<file path="config.mk">
export PLATFORM = sky130hd
export DESIGN_NAME = length_prefixed_frame_deframer_top
export DESIGN_NICKNAME = d
export VERILOG_FILES = /design/src/rtl/core/lpfd_pkg.sv /design/src/rtl/core/length_prefixed_frame_deframer_top.sv /design/src/rtl/core/lpfd_parser.sv /design/src/rtl/core/lpfd_fifo.sv
export SDC_FILE = /design/constraint.sdc
export NUM_CORES = 1
export LEC_CHECK = 0
export BUFFER_PORTS_ARGS = -buffer_cell sky130_fd_sc_hd__buf_2
export CORE_AREA = 2 2 155 157
export CTS_BUF_LIST = sky130_fd_sc_hd__clkbuf_4
export CTS_CLUSTER_DIAMETER = 80
export DETAILED_ROUTE_END_ITERATION = 8
export DIE_AREA = 0 0 157 159
export MAX_ROUTING_LAYER = met4
export PLACE_DENSITY_LB_ADDON = 0.25
export SLEW_MARGIN = 15
export SYNTH_ARGS = -nofsm -noshare
export SYNTH_HDL_FRONTEND = slang
export SYNTH_HIERARCHICAL = 1
export SYNTH_SLANG_ARGS = --single-unit
</file>
<file path="constraint.sdc">
create_clock -name clk -period 5.3 [get_ports clk]
set_clock_uncertainty 0.2 [all_clocks]
set_input_delay 0.795 -clock clk [delete_from_list [all_inputs] [get_ports clk]]
set_output_delay 0.795 -clock clk [all_outputs]
set_load 0.01 [all_outputs]
</file>
<file path="src/rtl/core/lpfd_pkg.sv">
`default_nettype none

package lpfd_pkg;

  localparam int unsigned CFG_W      = 27;
  localparam int unsigned FIFO_DEPTH = 4;

  localparam logic [CFG_W-1:0] MAX_LEN_RESET = 27'd67108864;

  typedef enum logic [1:0] {
    KIND_DATA  = 2'd0,
    KIND_EMPTY = 2'd1,
    KIND_BAD   = 2'd2
  } result_kind_t;

  typedef struct packed {
    result_kind_t kind;
    logic [7:0]   frame_type;
    logic [7:0]   data_byte;
    logic         last;
  } result_t;

endpackage

`default_nettype wire

</file>
<file path="src/rtl/core/length_prefixed_frame_deframer_top.sv">
// A beat that yields a result is queued on acceptance; the out_ ports show the queue head.
// Throughput: one byte per cycle while the result queue has room; a four-entry result queue
//   decouples the parser from the consumer, and in_full is high only when the queue is full.
// Reset: rst_n is synchronous, active low; it returns the parser to length byte zero,
//   empties the queue and sets max_len_r to 2^26.
`default_nettype none

module length_prefixed_frame_deframer_top #(
  parameter int unsigned LIMIT_LOG2 = 26
) (
  input  wire logic                       clk,
  input  wire logic                       rst_n,
  input  wire logic                       cfg_wr_en,
  input  wire logic [lpfd_pkg::CFG_W-1:0] cfg_wr_data,
  input  wire logic                       in_push,
  output logic                            in_full,
  input  wire logic [7:0]                 in_byte,
  output logic                            out_empty,
  input  wire logic                       out_pop,
  output logic [1:0]                      out_result_kind,
  output logic [7:0]                      out_frame_type,
  output logic [7:0]                      out_data_byte,
  output logic                            out_last
);
  import lpfd_pkg::*;

  logic    beat_en;
  logic    res_valid;
  result_t res;
  result_t head;

  assign beat_en = in_push && !in_full;

  lpfd_parser #(
    .LIMIT_LOG2(LIMIT_LOG2)
  ) u_parser (
    .clk        (clk),
    .rst_n      (rst_n),
    .cfg_wr_en  (cfg_wr_en),
    .cfg_wr_data(cfg_wr_data),
    .beat_en    (beat_en),
    .beat_byte  (in_byte),
    .res_valid  (res_valid),
    .res        (res)
  );

  lpfd_fifo u_fifo (
    .clk      (clk),
    .rst_n    (rst_n),
    .push     (res_valid),
    .push_data(res),
    .full     (in_full),
    .pop      (out_pop),
    .empty    (out_empty),
    .head_data(head)
  );

  assign out_result_kind = head.kind;
  assign out_frame_type  = head.frame_type;
  assign out_data_byte   = head.data_byte;
  assign out_last        = head.last;

endmodule

`default_nettype wire

</file>
<file path="src/rtl/core/lpfd_parser.sv">
`default_nettype none

module lpfd_parser #(
  parameter int unsigned LIMIT_LOG2 = 26
) (
  input  wire logic                       clk,
  input  wire logic                       rst_n,
  input  wire logic                       cfg_wr_en,
  input  wire logic [lpfd_pkg::CFG_W-1:0] cfg_wr_data,
  input  wire logic                       beat_en,
  input  wire logic [7:0]                 beat_byte,
  output logic                            res_valid,
  output lpfd_pkg::result_t               res
);
  import lpfd_pkg::*;

  localparam int unsigned LIM_W = 33;

  typedef enum logic [2:0] {
    PH_LEN0 = 3'd0,
    PH_LEN1 = 3'd1,
    PH_LEN2 = 3'd2,
    PH_LEN3 = 3'd3,
    PH_TYPE = 3'd4,
    PH_DATA = 3'd5
  } phase_t;

  localparam logic [LIM_W-1:0] HARD_LIM = LIM_W'(1) << LIMIT_LOG2;

  phase_t           phase_r, phase_nxt;
  logic [23:0]      len_acc_r, len_acc_nxt;
  logic [CFG_W-1:0] left_r, left_nxt;
  logic [7:0]       type_r, type_nxt;
  logic [CFG_W-1:0] max_len_r;

  logic [31:0]      len_full;
  logic [LIM_W-1:0] cfg_lim;
  logic [LIM_W-1:0] lim;
  logic             bad_len;

  assign len_full = {beat_byte, len_acc_r};
  assign cfg_lim  = LIM_W'(max_len_r);
  assign lim      = (HARD_LIM < cfg_lim) ? HARD_LIM : cfg_lim;
  assign bad_len  = (len_full == 32'd0) || (LIM_W'(len_full) > lim);

  always_comb begin
    phase_nxt   = phase_r;
    len_acc_nxt = len_acc_r;
    left_nxt    = left_r;
    type_nxt    = type_r;
    res_valid   = 1'b0;
    res         = '{kind: KIND_DATA, frame_type: 8'd0, data_byte: 8'd0, last: 1'b0};
    if (beat_en) begin
      unique case (phase_r)
        PH_LEN1: begin
          len_acc_nxt[15:8] = beat_byte;
          phase_nxt         = PH_LEN2;
        end
        PH_LEN2: begin
          len_acc_nxt[23:16] = beat_byte;
          phase_nxt          = PH_LEN3;
        end
        PH_LEN3: begin
          len_acc_nxt = 24'd0;
          if (bad_len) begin
            phase_nxt = PH_LEN0;
            res_valid = 1'b1;
            res.kind  = KIND_BAD;
            res.last  = 1'b1;
          end else begin
            left_nxt  = CFG_W'(len_full - 32'd1);
            phase_nxt = PH_TYPE;
          end
        end
        PH_TYPE: begin
          type_nxt = beat_byte;
          if (left_r == '0) begin
            phase_nxt      = PH_LEN0;
            res_valid      = 1'b1;
            res.kind       = KIND_EMPTY;
            res.frame_type = beat_byte;
            res.last       = 1'b1;
          end else begin
            phase_nxt = PH_DATA;
          end
        end
        PH_DATA: begin
          res_valid      = 1'b1;
          res.frame_type = type_r;
          res.data_byte  = beat_byte;
          res.last       = (left_r <= CFG_W'(1));
          if (left_r != '0) begin
            left_nxt = left_r - CFG_W'(1);
          end
          phase_nxt = res.last ? PH_LEN0 : PH_DATA;
        end
        default: begin
          len_acc_nxt = {16'd0, beat_byte};
          phase_nxt   = PH_LEN1;
        end
      endcase
    end
  end

  always_ff @(posedge clk) begin
    if (!rst_n) begin
      phase_r   <= PH_LEN0;
      len_acc_r <= 24'd0;
      left_r    <= '0;
      type_r    <= 8'd0;
      max_len_r <= MAX_LEN_RESET;
    end else begin
      phase_r   <= phase_nxt;
      len_acc_r <= len_acc_nxt;
      left_r    <= left_nxt;
      type_r    <= type_nxt;
      if (cfg_wr_en) begin
        max_len_r <= cfg_wr_data;
      end
    end
  end

endmodule

`default_nettype wire

</file>
<file path="src/rtl/core/lpfd_fifo.sv">
`default_nettype none

module lpfd_fifo (
  input  wire logic         clk,
  input  wire logic         rst_n,
  input  wire logic         push,
  input  lpfd_pkg::result_t push_data,
  output logic              full,
  input  wire logic         pop,
  output logic              empty,
  output lpfd_pkg::result_t head_data
);
  import lpfd_pkg::*;

  localparam int unsigned PTR_W = (FIFO_DEPTH > 1) ? $clog2(FIFO_DEPTH) : 1;
  localparam int unsigned CNT_W = $clog2(FIFO_DEPTH + 1);
  localparam logic [PTR_W-1:0] PTR_LAST = PTR_W'(FIFO_DEPTH - 1);

  result_t          slot_r [FIFO_DEPTH];
  logic [PTR_W-1:0] wr_ptr_r, wr_ptr_nxt;
  logic [PTR_W-1:0] rd_ptr_r, rd_ptr_nxt;
  logic [CNT_W-1:0] cnt_r, cnt_nxt;
  logic             do_push, do_pop;

  assign full      = (cnt_r == CNT_W'(FIFO_DEPTH));
  assign empty     = (cnt_r == '0);
  assign head_data = slot_r[rd_ptr_r];
  assign do_push   = push && !full;
  assign do_pop    = pop && !empty;

  always_comb begin
    wr_ptr_nxt = wr_ptr_r;
    rd_ptr_nxt = rd_ptr_r;
    cnt_nxt    = cnt_r;
    if (do_push) begin
      wr_ptr_nxt = (wr_ptr_r == PTR_LAST) ? '0 : wr_ptr_r + PTR_W'(1);
    end
    if (do_pop) begin
      rd_ptr_nxt = (rd_ptr_r == PTR_LAST) ? '0 : rd_ptr_r + PTR_W'(1);
    end
    if (do_push && !do_pop) begin
      cnt_nxt = cnt_r + CNT_W'(1);
    end else if (do_pop && !do_push) begin
      cnt_nxt = cnt_r - CNT_W'(1);
    end
  end

  always_ff @(posedge clk) begin
    if (!rst_n) begin
      wr_ptr_r <= '0;
      rd_ptr_r <= '0;
      cnt_r    <= '0;
    end else begin
      wr_ptr_r <= wr_ptr_nxt;
      rd_ptr_r <= rd_ptr_nxt;
      cnt_r    <= cnt_nxt;
    end
  end

  always_ff @(posedge clk) begin
    if (do_push) begin
      slot_r[wr_ptr_r] <= push_data;
    end
  end

endmodule

`default_nettype wire

</file>
# After elaboration in Yosys (flattened, before gate mapping)
# Memory sizes are Yosys's and may differ from the RTL's. A register that Yosys moved wholly into a read port is not among the register bits.
# Index checks and enable logic that the tools add are counted.
# totals
regBits,96
latch_bits,0
ramBits,76
romBits,0
inputBits,40
output_inout_bits,21
wordCells,87
n_memories,1
# memory_table
memory,depth,word_bits,read_ports,rd_clocked_by_memory_dff,wr,line_no,text
u_fifo.slot_r,4,19,1,1,1,lpfd_fifo.sv:19,result_t slot_r [FIFO_DEPTH];
# op_classes
addsub,6
mul,0
div,0
n_lt_le_gt_ge,3
eq_ne,10
n_shift,0
muxes,30
bitwise,3
n_reduce_logical,24
# ops
op,n
$mux W27,3
$pmux W8 S2,4
$pmux W27 S2,1
$sub A27 B1 Y27 const B,2
$gt A32 B27 Y1,1
$logic_not A32 Y1,1
$le A27 B1 Y1 const B,1
$logic_not A27 Y1,1
$lt A27 B27 Y1 const A,1
$reduce_bool A27 Y1,1
$mux W19,1
$mux W3,5
$pmux W3 S5,1
$mux W2,5
$eq A3 B3 Y1 const B,3
$mux W9,1
$mux W8,1
$reduce_and A2 Y1,4
$eq A3 B2 Y1 const B,2
$pmux W1 S3,2
$reduce_or A3 Y1,2
$logic_and A1 B1 Y1,5
$mux W1,5
$add A2 B1 Y2 const B,2
other kinds (14),21

# Longest topological paths before layout
# Gate-level depths: netlist (run 1).
# logic_depth
word_depth,12
ltp_mapped,22
depth_no_buf,20

# Hierarchy
# The synthesis (run 1) kept the hierarchy.
# by_module_without_submodules
module,n_inst,cells_per_inst,area_per_inst_um2,seq_area_each_um2
lpfd_parser,1,716,5482.8,1781.7
lpfd_fifo,1,150,3265.6,2462.4
length_prefixed_frame_deframer_top,1,1,13.8,0.0

# Worst setup path after synthesis (run 1)
# No wires, ideal clock.
# synth_path
kind,flip-flop to flip-flop
startpoint,register u_parser.max_len_r[3]
endpoint,register u_fifo.cnt_r[2]
setup_time_ns,0.076
arrival_ns,4.163
required_ns,5.024
slack_ns,0.861
stages_incl_launch_ff,23
n_path_buf,2
synth_period_minus_slack_ns,4.439
path_cell_list,dfxtp_1 nor4_1 nand4_1 o21ai_1 clkbuf_1 nand2_1 ha_1 nand3_1 nor3_1 a2111oi_0 nand3_1 o211ai_1 nand2_1 nand2_1 a21boi_1 nor2b_1 buf_2 ha_1 inv_1 fa_1 xor2_1 or3_1 a21boi_0
# synth_between
elab_chain_len,11
elab_cells_between_ends,13
classes_between,order compare: 2; mux: 5; reduce/logical: 6
# synth_lines
item,line_no,text
start: declaration,lpfd_parser.sv:34,logic [CFG_W-1:0] max_len_r;
start signal: assignment,lpfd_parser.sv:118,max_len_r <= cfg_wr_data;
$lt A27 B27 Y1,lpfd_parser.sv:43,assign lim = (HARD_LIM < cfg_lim) ? HARD_LIM : cfg_lim;
$mux W27 *,lpfd_parser.sv:43,
$gt A32 B27 Y1 *,lpfd_parser.sv:44,assign bad_len = (len_full == 32'd0) || (LIM_W'(len_full) > lim);
$logic_or A1 B1 Y1 *,lpfd_parser.sv:44,
$mux W1 *,lpfd_parser.sv:65,if (bad_len) begin
$pmux W1 S3 *,lpfd_parser.sv:54,unique case (phase_r)
$mux W1 *,lpfd_parser.sv:53,if (beat_en) begin
named net res_valid,length_prefixed_frame_deframer_top.sv:28,logic res_valid;
$logic_and A1 B1 Y1 *,lpfd_fifo.sv:28,assign do_push = push && !full;
named net u_fifo.do_push,lpfd_fifo.sv:23,"logic do_push, do_pop;"
$logic_not A1 Y1,lpfd_fifo.sv:43,end else if (do_pop && !do_push) begin
$logic_and A1 B1 Y1,lpfd_fifo.sv:43,
$reduce_bool A2 Y1 (no line),--,
end signal: assignment,lpfd_fifo.sv:56,cnt_r <= cnt_nxt;
end: declaration,lpfd_fifo.sv:22,"logic [CNT_W-1:0] cnt_r, cnt_nxt;"
# Mark *: on every way through the listed nets, which the timed path passes. The rest lies on a longest branch.
# A chain may end at the register's enable or synchronous reset.

# Worst setup path after layout (run 1)
# layout_path
startpoint,register u_parser.max_len_r[0]
endpoint,register u_fifo.cnt_r[2]
# layout_between
elab_chain_len,11
elab_cells_between_ends,13
classes_between,order compare: 2; mux: 5; reduce/logical: 6
# layout_lines
item,line_no
$lt A27 B27 Y1,lpfd_parser.sv:43
$mux W27 *,lpfd_parser.sv:43
$gt A32 B27 Y1 *,lpfd_parser.sv:44
$logic_or A1 B1 Y1 *,lpfd_parser.sv:44
$mux W1 *,lpfd_parser.sv:65
$pmux W1 S3 *,lpfd_parser.sv:54
$mux W1 *,lpfd_parser.sv:53
named net res_valid,length_prefixed_frame_deframer_top.sv:28
$logic_and A1 B1 Y1 *,lpfd_fifo.sv:28
$logic_not A1 Y1,lpfd_fifo.sv:43
$logic_and A1 B1 Y1,lpfd_fifo.sv:43
$reduce_bool A2 Y1 (no line),--
# Marked as above.

==> results of run 1 <==
## area by class of cell
class                      count  area (um^2)
sequential                   174         4240
multi-input combinational    633         4240
clock inverter                15          206
inverter                      10         37.5
tap                          319          399
clock buffer                  17          128
timing repair buffer          72          390
fill                        2306        13600
## per-stage QoR
stage | setup WS (ns) | power, mW | std cells
global route | 0.0416 | 3.37 | 1240
floorplan | 0.861 | 2.13 | 867
finish | 0.414 | 3.20 | 1240
detailed placement | 0.342 | 2.37 | 1208
CTS | 0.336 | 3.23 | 1240
global placement | 0.532 | 2.37 | 1208
## flip-flops by register name, indices dropped and copies added (netlist names), named ones only
name,flops
u_parser/left_r,27
u_parser/type_r,8
u_fifo/wr_ptr_r,2
u_parser/len_acc_r,24
u_parser/max_len_r,27
u_fifo/rd_ptr_r,2
u_parser/phase_r,3
u_fifo/slot_r,76
u_fifo/cnt_r,3
## layout by cell type, fill, tap and decap left out, types with 6 or more instances in the layout
cell type,instances
a211o_1,7
a21oi_1,66
a22oi_1,21
and2_1,10
and3_1,13
buf_2,60
buf_4,12
clkbuf_4,17
dfxtp_1,98
edfxtp_1,76
ha_1,37
inv_1,7
mux2i_1,29
mux4_1,9
mux4_2,10
nand2_1,99
nand2b_1,6
nand3_1,36
nand4_1,6
nor2_1,98
nor3_1,26
nor4_1,16
o211ai_1,15
o21ai_0,28
o31ai_1,10
or3_1,7
or4_1,6
xnor2_1,10
xor2_1,16
## critical path: cells and delay by family, from the launching register on
kind / cells / cell delay, ns
compound gates: 6 / 1.13
xor+xnor: 1 / 0.16
fa+ha+maj: 3 / 0.89
buf+inv: 2 / 0.27
flops: 1 / 0.36
simple gates: 9 / 1.81
## cells by family (layout without fill, tap and decap cells)
| kind of cell | after synthesis | count (layout) | share of synthesized area |
|---|---|---|---|
| buf+inv | 60 | 114 | 0.0330 |
| flops | 174 | 174 | 0.484 |
| xor+xnor | 26 | 26 | 0.0260 |
| fa+ha+maj | 38 | 38 | 0.0551 |
| compound gates | 179 | 179 | 0.131 |
| simple gates | 342 | 342 | 0.185 |
| mux | 48 | 48 | 0.0858 |
## power groups by stage
stage / registers (mW) / clock network [mW] / logic [mW]
2_1_floorplan: 1.50 / 0 / 0.630
3_3_place_gp: 1.53 / 0 / 0.837
3_5_place_dp: 1.53 / 0 / 0.841
4_1_cts: 1.50 / 0.883 / 0.844
5_1_grt: 1.51 / 0.928 / 0.937
6_report: 1.50 / 0.863 / 0.839
## cell usage after synthesis (9+ instances only)
master    instances  area, um^2
a22oi_1          21         158
xor2_1           16         140
xnor2_1          10        87.6
nor2_1           98         368
o31ai_1          10        75.1
mux4_1            9         236
o21ai_0          28         140
mux2i_1          29         290
nand2_1          99         372
ha_1             37         463
a21oi_1          66         330
edfxtp_1         76        2280
nor3_1           27         135
dfxtp_1          98        1960
and2_1           10        62.6
nand3_1          36         180
and3_1           13        81.3
nor4_1           16         100
mux4_2           10         225
o211ai_1         15         113
clkbuf_1         32         120
## path summary, 6_finish.rpt
kind	start	end	slack (ns)	cells after the start
setup reg to reg	u_parser/max_len_r[0]	u_fifo/cnt_r[2]	0.41	21
hold reg to reg	u_parser/type_r[6]	u_parser/type_r[6]	0.27	2
hold / removal	cfg_wr_data[26]	u_parser/max_len_r[26]	0.23	3
setup / recovery	u_parser/max_len_r[0]	u_fifo/cnt_r[2]	0.41	21
## repair_timing
item,4_1_cts,5_1_grt
hold endpoints to repair,0,0
endpoints found under the setup margin,0,1
gates resized for setup,0,1
## per-layer routing
layer  routed length (um)  vias up
li1                     -     3294
met5                    0        -
met3                  820       22
met4                  284        0
met1                10100     3258
met2                 9770      165
==> reports/qor.yml, run 1 <==
via_per_inst: 5.43
grt_first_pass_wirelength_um: 33300
num_vias: 6739
rsz0062_at_grt: "no"
p_int_mw: 2.14
status: "completed"
ir_drop_v: 0.000142
hold_buffers: 0
gr-max-usage-layer: "met2"
clock_power_share: 0.270
cts_tree: "built"
switching_power_mw: 1.06
grt_pass1_vias: 6216
slew_violations: 0
fmax_ghz: 0.205
clk_pin_slew_worst_paths_ns: 0.16
die_w_um: 157
antenna_left: 0
seq_area_frac_synth: 0.484
io_buffer_count: 60
powerDensity_nw_per_um2: 332
critical_path_arrival_ns: 5.19
dp_hpwl_um: 14400
worstSkewPairLatency_ns: 0.57
p_leak_nw: 3.64
drt_iter0_drc: 524
drcViolationCount: 0
seq_power_share: 0.468
synthFlopType: "dfxtp_1"
area_growth_syn_to_layout_pct: 10.0
met1_usage: 0.240
cp_data_required_time_ns: 5.60
initial_utilization: 0.378
drt_pass1_iterations: 5
grt.met3_usage: 0.0291
end_kind: "register"
io_pins: 61
ys_types: 68
syn_avg_cell_area_um2: 10.1
yosys_warnings: 6
grt.total_usage: 0.174
finalCriticalPeriod_ns: 4.89
dieArea_um2: 25000
num_rows: 56
path_class: "register to register"
placed_area_um2: 9300
htree_num_levels: 4
cts_setup_buffers: 0
drive_gt1_frac: 0.140
worst_slew_pin_slew_ns: 1.03
ys_ff_latch: 174
antenna_found_initial: 0
cts_sinks: 174
synth_cells: 867
cp_cell_sequence: "nor4_1 -> nand4_1 -> o21ai_1 -> buf_4 -> nand2_1 -> ha_1 -> nor2b_1 -> o211ai_1 -> a2111oi_0 -> or3_1 -> o211ai_1 -> nand2_1 -> nand2_1 -> a21boi_1 -> nor2b_2 -> ha_1 -> inv_1 -> fa_1 -> xor2_1 -> or3_1 -> a21boi_0"
cp_slowest_cell: "nor4_1"
design_area_um2: 9640
nets: 986
syn_nets: 945
core_um2: 23200
cts_buffers: 17
antennaDiodeCount: 0
grt_overflow: 0
holdWs_ns: 0.229
grt_start_max_net_pins: 52
hold_path.class: "primary input to register"
critPathMaxFanout: 12
cpMostUsedCell: "nand2_1"
fp.dieH_um: 159
setup_tns_ns: 0
timing.slew.headroom: 0.315
cts_root_buf: "clkbuf_4"
critical-path-max-stage-delay_ns: 0.47
synth-edff-count: 76
clock_path_buffers: 2
routedWlPerCell_um: 16.9
cap_violations: 0
syn-cell-area_um2: 8760
routed_wl_um: 21000
post-route-period-util: 0.922
swShare: 0.330
final-setup-viol-count: 0
post-route-util: 0.416
met2_usage: 0.268
gp_congestion: 0.851
synth-async-reset-ratio: 0
start_kind: "register"
pwr-share-comb: 0.262
hold_violations: 0
No activity file was read; power rests on OpenSTA's default activity.
==> run 2, diff against run 1 <==
--- a/config.mk
+++ b/config.mk
@@ -12,7 +12,6 @@
 export DETAILED_ROUTE_END_ITERATION = 8
 export DIE_AREA = 0 0 157 159
 export MAX_ROUTING_LAYER = met4
-export PLACE_DENSITY_LB_ADDON = 0.25
 export SLEW_MARGIN = 15
 export SYNTH_ARGS = -nofsm -noshare
 export SYNTH_HDL_FRONTEND = slang
==> run 2 against run 1 <==
  * Count of clock-buffer cells in the layout stayed put
  * Combinational power down 3.6%
  * Cell count down 0.48%
  * Via count down 0.42%
  * Largest cell class unchanged
==> reports/qor.yml, run 2 (synthesis gave the netlist of run 1 again) <==
status: "completed"  # unchanged
cpMostUsedCell: "nand2_1"  # unchanged
wl_met2_um: 9830  # was 9770 um
fp.dieH_um: 159  # unchanged
antenna_found_initial: 0  # unchanged
cts_sinks: 174  # unchanged
nets: 981  # was 986
gp_congestion: 0.839  # was 0.851
drive_gt1_frac: 0.134  # was 0.140
regMostFlops: "u_fifo/slot_r"  # unchanged
drt_iter0_drc: 489  # was 524
timing.slew.headroom: 0.339  # was 0.315
cp_cell_sequence: "nor4_1 -> nand4_1 -> o21ai_1 -> buf_4 -> nand2_1 -> ha_1 -> nand3_1 -> nor3_1 -> a2111oi_0 -> nand3_1 -> o211ai_1 -> nand2_1 -> nand2_1 -> a21boi_1 -> nor2b_2 -> ha_1 -> inv_1 -> fa_1 -> xor2_1 -> or3_1 -> a21boi_0"  # was nor4_1 -> nand4_1 -> o21ai_1 -> buf_4 -> nand2_1 -> ha_1 -> nor2b_1 -> o211ai_1 -> a2111oi_0 -> or3_1 -> o211ai_1 -> nand2_1 -> nand2_1 -> a21boi_1 -> nor2b_2 -> ha_1 -> inv_1 -> fa_1 -> xor2_1 -> or3_1 -> a21boi_0
seq_power_share: 0.493  # was 0.468
grt_pass1_vias: 6252  # was 6,216
io_buffer_count: 60  # unchanged
via_per_inst: 5.44  # was 5.43
post-route-period-util: 0.889  # was 0.922
path_class: "register to register"  # unchanged
top_layer: "met4"  # unchanged
grt.total_usage: 0.175  # was 0.174
clk_pin_slew_worst_paths_ns: 0.16  # about the same
worst_slew_pin_slew_ns: 0.991  # was 1.03 ns
ff2ff_path_depth: 21  # unchanged
initial_utilization: 0.378  # unchanged
largest_reg_flops: 76  # unchanged
fmax_ghz: 0.212  # was 0.205 GHz
end_kind: "register"  # unchanged
clock_path_buffers: 2  # unchanged
io_pins: 61  # unchanged
cp_slowest_cell: "fa_1"  # was nor4_1
p_int_mw: 2.00  # was 2.14 mW
slew_violations: 0  # unchanged
totalPowerFinal_mw: 3.05  # was 3.20 mW
dp_hpwl_um: 14300  # was 14,400 um
met1Wirelength_um: 9940  # was 10,100 um
min_to: "u_parser/max_len_r[24]"  # was u_parser/max_len_r[26]
antenna_left: 0  # unchanged
core_um2: 23200  # unchanged
drt_pass1_iterations: 5  # unchanged
worstReg2RegStart: "u_parser/max_len_r[3]"  # was u_parser/max_len_r[0]
num_rows: 56  # unchanged
worstSkewPairLatency_ns: 0.59  # was 0.57 ns
cap_violations: 0  # unchanged
holdPathStages: 3  # unchanged
cts_tree: "built"  # unchanged
cts_root_buf: "clkbuf_4"  # unchanged
cts_setup_buffers: 0  # unchanged
ir_drop_v: 0.000140  # was 0.000142 V
swShare: 0.345  # was 0.330
routedWlPerCell_um: 16.9  # about the same
hold_path.class: "primary input to register"  # unchanged
clock_power_share: 0.242  # was 0.270
finalCriticalPeriod_ns: 4.71  # was 4.89 ns
reg_top3: "u_fifo/slot_r (76), u_parser/left_r (27), u_parser/max_len_r (27)"  # unchanged
layout_common_cells: "99 x nand2_1, 98 x nor2_1, 98 x dfxtp_1"  # unchanged
htree_num_levels: 4  # unchanged
p_leak_nw: 3.58  # was 3.64 nW
setup_tns_ns: 0  # unchanged
wl_met3_um: 871  # was 820 um
hp-start: "cfg_wr_data[24]"  # was cfg_wr_data[26]
drcViolationCount: 0  # unchanged
holdWs_ns: 0.226  # was 0.229 ns
grt_first_pass_wirelength_um: 33400  # was 33,300 um
die_w_um: 157  # unchanged
critical-path-max-stage-delay_ns: 0.37  # was 0.47 ns
hold_violations: 0  # unchanged
critical_path_arrival_ns: 5.05  # was 5.19 ns
regToRegSetupSlack_ns: 0.59  # was 0.41 ns
pwr-share-comb: 0.265  # was 0.262
reg2reg_to: "u_fifo/cnt_r[2]"  # unchanged
powerDensity_nw_per_um2: 320  # was 332 nW/um^2
area_growth_syn_to_layout_pct: 8.82  # was 10.0%
final-setup-viol-count: 0  # unchanged
dieArea_um2: 25000  # unchanged
switching_power_mw: 1.05  # was 1.06 mW
layout_commonest_cell: "nand2_1"  # unchanged
cts_buffers: 17  # unchanged
routed_wl_um: 20800  # was 21,000 um
critPathMaxFanout: 19  # was 12
start_kind: "register"  # unchanged
grt_start_max_net_pins: 51  # was 52
grt_overflow: 0  # unchanged
rsz0062_at_grt: "no"  # unchanged
antennaDiodeCount: 0  # unchanged
num_vias: 6711  # was 6,739
cp_data_required_time_ns: 5.63  # was 5.60 ns
-- run 2: cell type report --
class	count	area (um^2)
inverters	10	37.5
multi-input cells	633	4230
repair buffers	67	353
clock buffers	17	128
flip-flops and latches	174	4240
well taps	319	399
fillers	2275	13700
clock inverters	14	143
-- run 2: critical path, delay by kind of cell (launching register included) --
family,cells,cell delay (ns)
compound gates,5,0.83
simple gates,10,1.92
xor+xnor,1,0.15
fa+ha+maj,3,0.90
buf+inv,2,0.30
flops,1,0.36
-- run 2: how the worst max path moves through the flow --
stage | start | end | cells after the start
after detailed placement | u_parser/max_len_r[0] | u_fifo/cnt_r[2] | 20
after floorplan | u_parser/max_len_r[3] | u_fifo/cnt_r[2] | 22
final | u_parser/max_len_r[3] | u_fifo/cnt_r[2] | 21
after CTS | u_parser/max_len_r[3] | u_fifo/cnt_r[2] | 21
after global placement | u_parser/max_len_r[3] | u_fifo/cnt_r[2] | 21
after global routing | u_parser/max_len_r[2] | u_fifo/cnt_r[2] | 21
-- run 2: metal layers --
metal / vias up / track usage
met4: 0 / 0.0375
met3: 15 / 0.0310
met1: 3271 / 0.237
met5: - / -
li1: 3276 / -
met2: 149 / 0.274
-- run 2: power groups by stage --
stage / clock network (mW) / logic (mW) / registers, mW
2_1_floorplan: 0 / 0.630 / 1.50
3_3_place_gp: 0 / 0.811 / 1.53
3_5_place_dp: 0 / 0.813 / 1.53
4_1_cts: 0.767 / 0.816 / 1.50
5_1_grt: 0.815 / 0.903 / 1.51
6_report: 0.738 / 0.809 / 1.50
-- run 2: timing repair --
item,4_1_cts,5_1_grt
hold buffers,0,0
endpoints found under the setup margin,0,1
gates resized for setup,0,1
-- run 2: stage by stage --
step | cell area [um^2] | utilization | worst slack, ns | instances
5_1_grt | 9540 | 0.411 | 0.0788 | 1234
4_1_cts | 9530 | 0.411 | 0.413 | 1234
3_5_place_dp | 9260 | 0.399 | 0.420 | 1203
3_3_place_gp | 9260 | 0.399 | 0.517 | 1203
6_report | 9540 | 0.411 | 0.586 | 1234
2_1_floorplan | 8760 | - | 0.861 | 867
==> run 3, diff against run 2 <==
==> constraint.sdc (replaced) <==
create_clock -name clk -period 4.9 [get_ports clk]
set_clock_uncertainty 0.2 [all_clocks]
set_input_delay 0.735 -clock clk [delete_from_list [all_inputs] [get_ports clk]]
set_output_delay 0.735 -clock clk [all_outputs]
set_load 0.01 [all_outputs]
==> run 3 against run 2 <==
  * Count of clock-buffer cells in the layout did not move
  * Final area is 2.3% higher
  * Total power up 13%
  * Hold slack got worse by 0.049 ns
  * Via count down 0.61%
  * First-iteration DRC count rose by 16%
  * Combinational power grew 12%
  * Critical path depth rose by 1
  * Critical path type unchanged
  * Critical endpoint unchanged
  * Highest routed layer unchanged
==> reports/qor.yml, run 3 (synthesis gave the netlist of run 1 again) <==
critical_path_arrival_ns: 4.99  # was 5.05 ns
path_class: "register to register"  # unchanged
finalCriticalPeriod_ns: 4.69  # was 4.71 ns
nets: 993  # was 981
cts_tree: "built"  # unchanged
num_vias: 6670  # was 6,711
grt.total_usage: 0.171  # was 0.175
regToRegSetupSlack_ns: 0.21  # was 0.59 ns
layout_commonest_cell: "nand2_1"  # unchanged
p_leak_nw: 3.69  # was 3.58 nW
cp_slowest_cell: "dfxtp_1"  # was fa_1
fp.dieH_um: 159  # unchanged
drive_gt1_frac: 0.157  # was 0.134
clk_pin_slew_worst_paths_ns: 0.16  # about the same
hold_violations: 0  # unchanged
num_rows: 56  # unchanged
antenna_left: 0  # unchanged
io_buffer_count: 60  # unchanged
cts_sinks: 174  # unchanged
grt_overflow: 0  # unchanged
hold_path.class: "primary input to register"  # unchanged
routed_wl_um: 20800  # about the same
post-route-period-util: 0.958  # was 0.889
dp_hpwl_um: 14300  # about the same
grt_first_pass_wirelength_um: 33000  # was 33,400 um
gr-max-usage-layer: "met2"  # unchanged
grt_start_max_net_pins: 51  # unchanged
fillers: 2257  # was 2,275
drt_iter0_drc: 565  # was 489
worstSkewPairLatency_ns: 0.58  # was 0.59 ns
routedWlPerCell_um: 16.7  # was 16.9 um
via_per_inst: 5.35  # was 5.44
cp_data_required_time_ns: 5.20  # was 5.63 ns
slew_violations: 0  # unchanged
fin_ws_ns: 0.207  # was 0.586 ns
met1_usage: 0.232  # was 0.237
io_pins: 61  # unchanged
worst_slew_pin_slew_ns: 1.03  # was 0.991 ns
antennaDiodeCount: 0  # unchanged
core_um2: 23200  # unchanged
grt.met3_usage: 0.0351  # was 0.0310
cap_violations: 0  # unchanged
critical-path-max-stage-delay_ns: 0.38  # was 0.37 ns
setup_tns_ns: 0  # unchanged
die_w_um: 157  # unchanged
cts_root_buf: "clkbuf_4"  # unchanged
pre_cts_ws_ns: 0.0783  # was 0.420 ns
cp_cell_sequence: "nor4_2 -> nand3_1 -> o21ai_2 -> buf_2 -> nand2_1 -> ha_1 -> nand4_1 -> nor2_1 -> a221o_1 -> or3_1 -> o211ai_1 -> nand2_1 -> nand2_1 -> a21boi_1 -> nor2b_1 -> buf_4 -> ha_2 -> inv_1 -> fa_1 -> xor2_1 -> or3_1 -> a21boi_1"  # was nor4_1 -> nand4_1 -> o21ai_1 -> buf_4 -> nand2_1 -> ha_1 -> nand3_1 -> nor3_1 -> a2111oi_0 -> nand3_1 -> o211ai_1 -> nand2_1 -> nand2_1 -> a21boi_1 -> nor2b_2 -> ha_1 -> inv_1 -> fa_1 -> xor2_1 -> or3_1 -> a21boi_0
layout_common_cells: "99 x nand2_1, 98 x nor2_1, 95 x dfxtp_1"  # was 99 x nand2_1, 98 x nor2_1, 98 x dfxtp_1
dieArea_um2: 25000  # unchanged
grt_pass1_vias: 6152  # was 6,252
gp_congestion: 0.902  # was 0.839
timing.slew.headroom: 0.314  # was 0.339
htree_num_levels: 4  # unchanged
cts_buffers: 17  # unchanged
powerDensity_nw_per_um2: 353  # was 320 nW/um^2
area_growth_syn_to_layout_pct: 11.4  # was 8.82%
clock_path_buffers: 2  # unchanged
start_kind: "register"  # unchanged
regMostFlops: "u_fifo/slot_r"  # unchanged
initial_utilization: 0.378  # unchanged
met2_usage: 0.270  # was 0.274
reg_top3: "u_fifo/slot_r (76), u_parser/left_r (27), u_parser/max_len_r (27)"  # unchanged
ir_drop_v: 0.000167  # was 0.000140 V
fmax_ghz: 0.213  # was 0.212 GHz
holdWs_ns: 0.177  # was 0.226 ns
largest_reg_flops: 76  # unchanged
drt_pass1_iterations: 5  # unchanged
antenna_found_initial: 0  # unchanged
end_kind: "register"  # unchanged
cpMostUsedCell: "nand2_1"  # unchanged
drcViolationCount: 0  # unchanged
status: "completed"  # unchanged
final-setup-viol-count: 0  # unchanged
critPathMaxFanout: 7  # was 19
## run 3: cell count changes in the layout (fill, tap and decap cells not counted), sizes merged
cell / before / now
buf: 67 / 79
clkinv: 5 / 7
bufinv: 0 / 3
inv: 17 / 15
clkinvlp: 2 / 0
## run 3: worst paths after layout
kind / to / cells after the start / start
hold / removal: u_parser/max_len_r[17] / 3 / cfg_wr_data[17]
hold reg to reg: u_parser/type_r[0] / 2 / u_parser/type_r[0]
setup / recovery: u_fifo/cnt_r[2] / 22 / u_parser/max_len_r[18]
setup reg to reg: u_fifo/cnt_r[2] / 22 / u_parser/max_len_r[18]
## run 3: routing by layer
metal | vias to the layer above | share of wire
met4 | 0 | 0.0067
met2 | 144 | 0.48
met5 | - | 0
met1 | 3206 | 0.47
met3 | 14 | 0.042
li1 | 3306 | -
## run 3: cell type report
type | count | area (um^2) | share of cell area
multi-input cells | 633 | 4300 | 0.440
flip-flops and latches | 174 | 4250 | 0.436
repair buffers | 79 | 444 | 0.0455
well taps | 319 | 399 | 0.0409
clock inverters | 15 | 204 | 0.0209
clock buffers | 17 | 128 | 0.0131
inverters | 10 | 37.5 | 0.00385
## run 3: timing repair
item	CTS	global route
buffers inserted	0	6
endpoints found under the setup margin	0	79
endpoints found under the hold margin	0	0
hold buffers	0	0
gates resized for setup	0	19
## run 3: worst max-delay path, delay by kind of cell (launching register included)
kind	cells	cell delay, ns
and+or+nand+nor	10	1.80
AOI/OAI and AO/OA	5	1.03
buffers and inverters	3	0.47
adders and majority gates	3	0.65
xor gates and xnor gates	1	0.07
DFF	1	0.38
## run 3: through the flow
stage | cell area (um^2) | power [mW] | util | std cells
detailed placement | 9300 | 2.54 | 0.401 | 1208
global placement | 9300 | 2.54 | 0.401 | 1208
floorplan | 8760 | 2.31 | - | 867
global route | 9760 | 3.65 | 0.421 | 1247
CTS | 9630 | 3.46 | 0.415 | 1240
finish | 9760 | 3.45 | 0.421 | 1247
## run 3: power by group
group | internal [mW] | leakage (nW) | switching (mW)
registers | 1.55 | 1.59 | 0.0729
clock network | 0.374 | 0.177 | 0.542
logic | 0.402 | 1.92 | 0.503
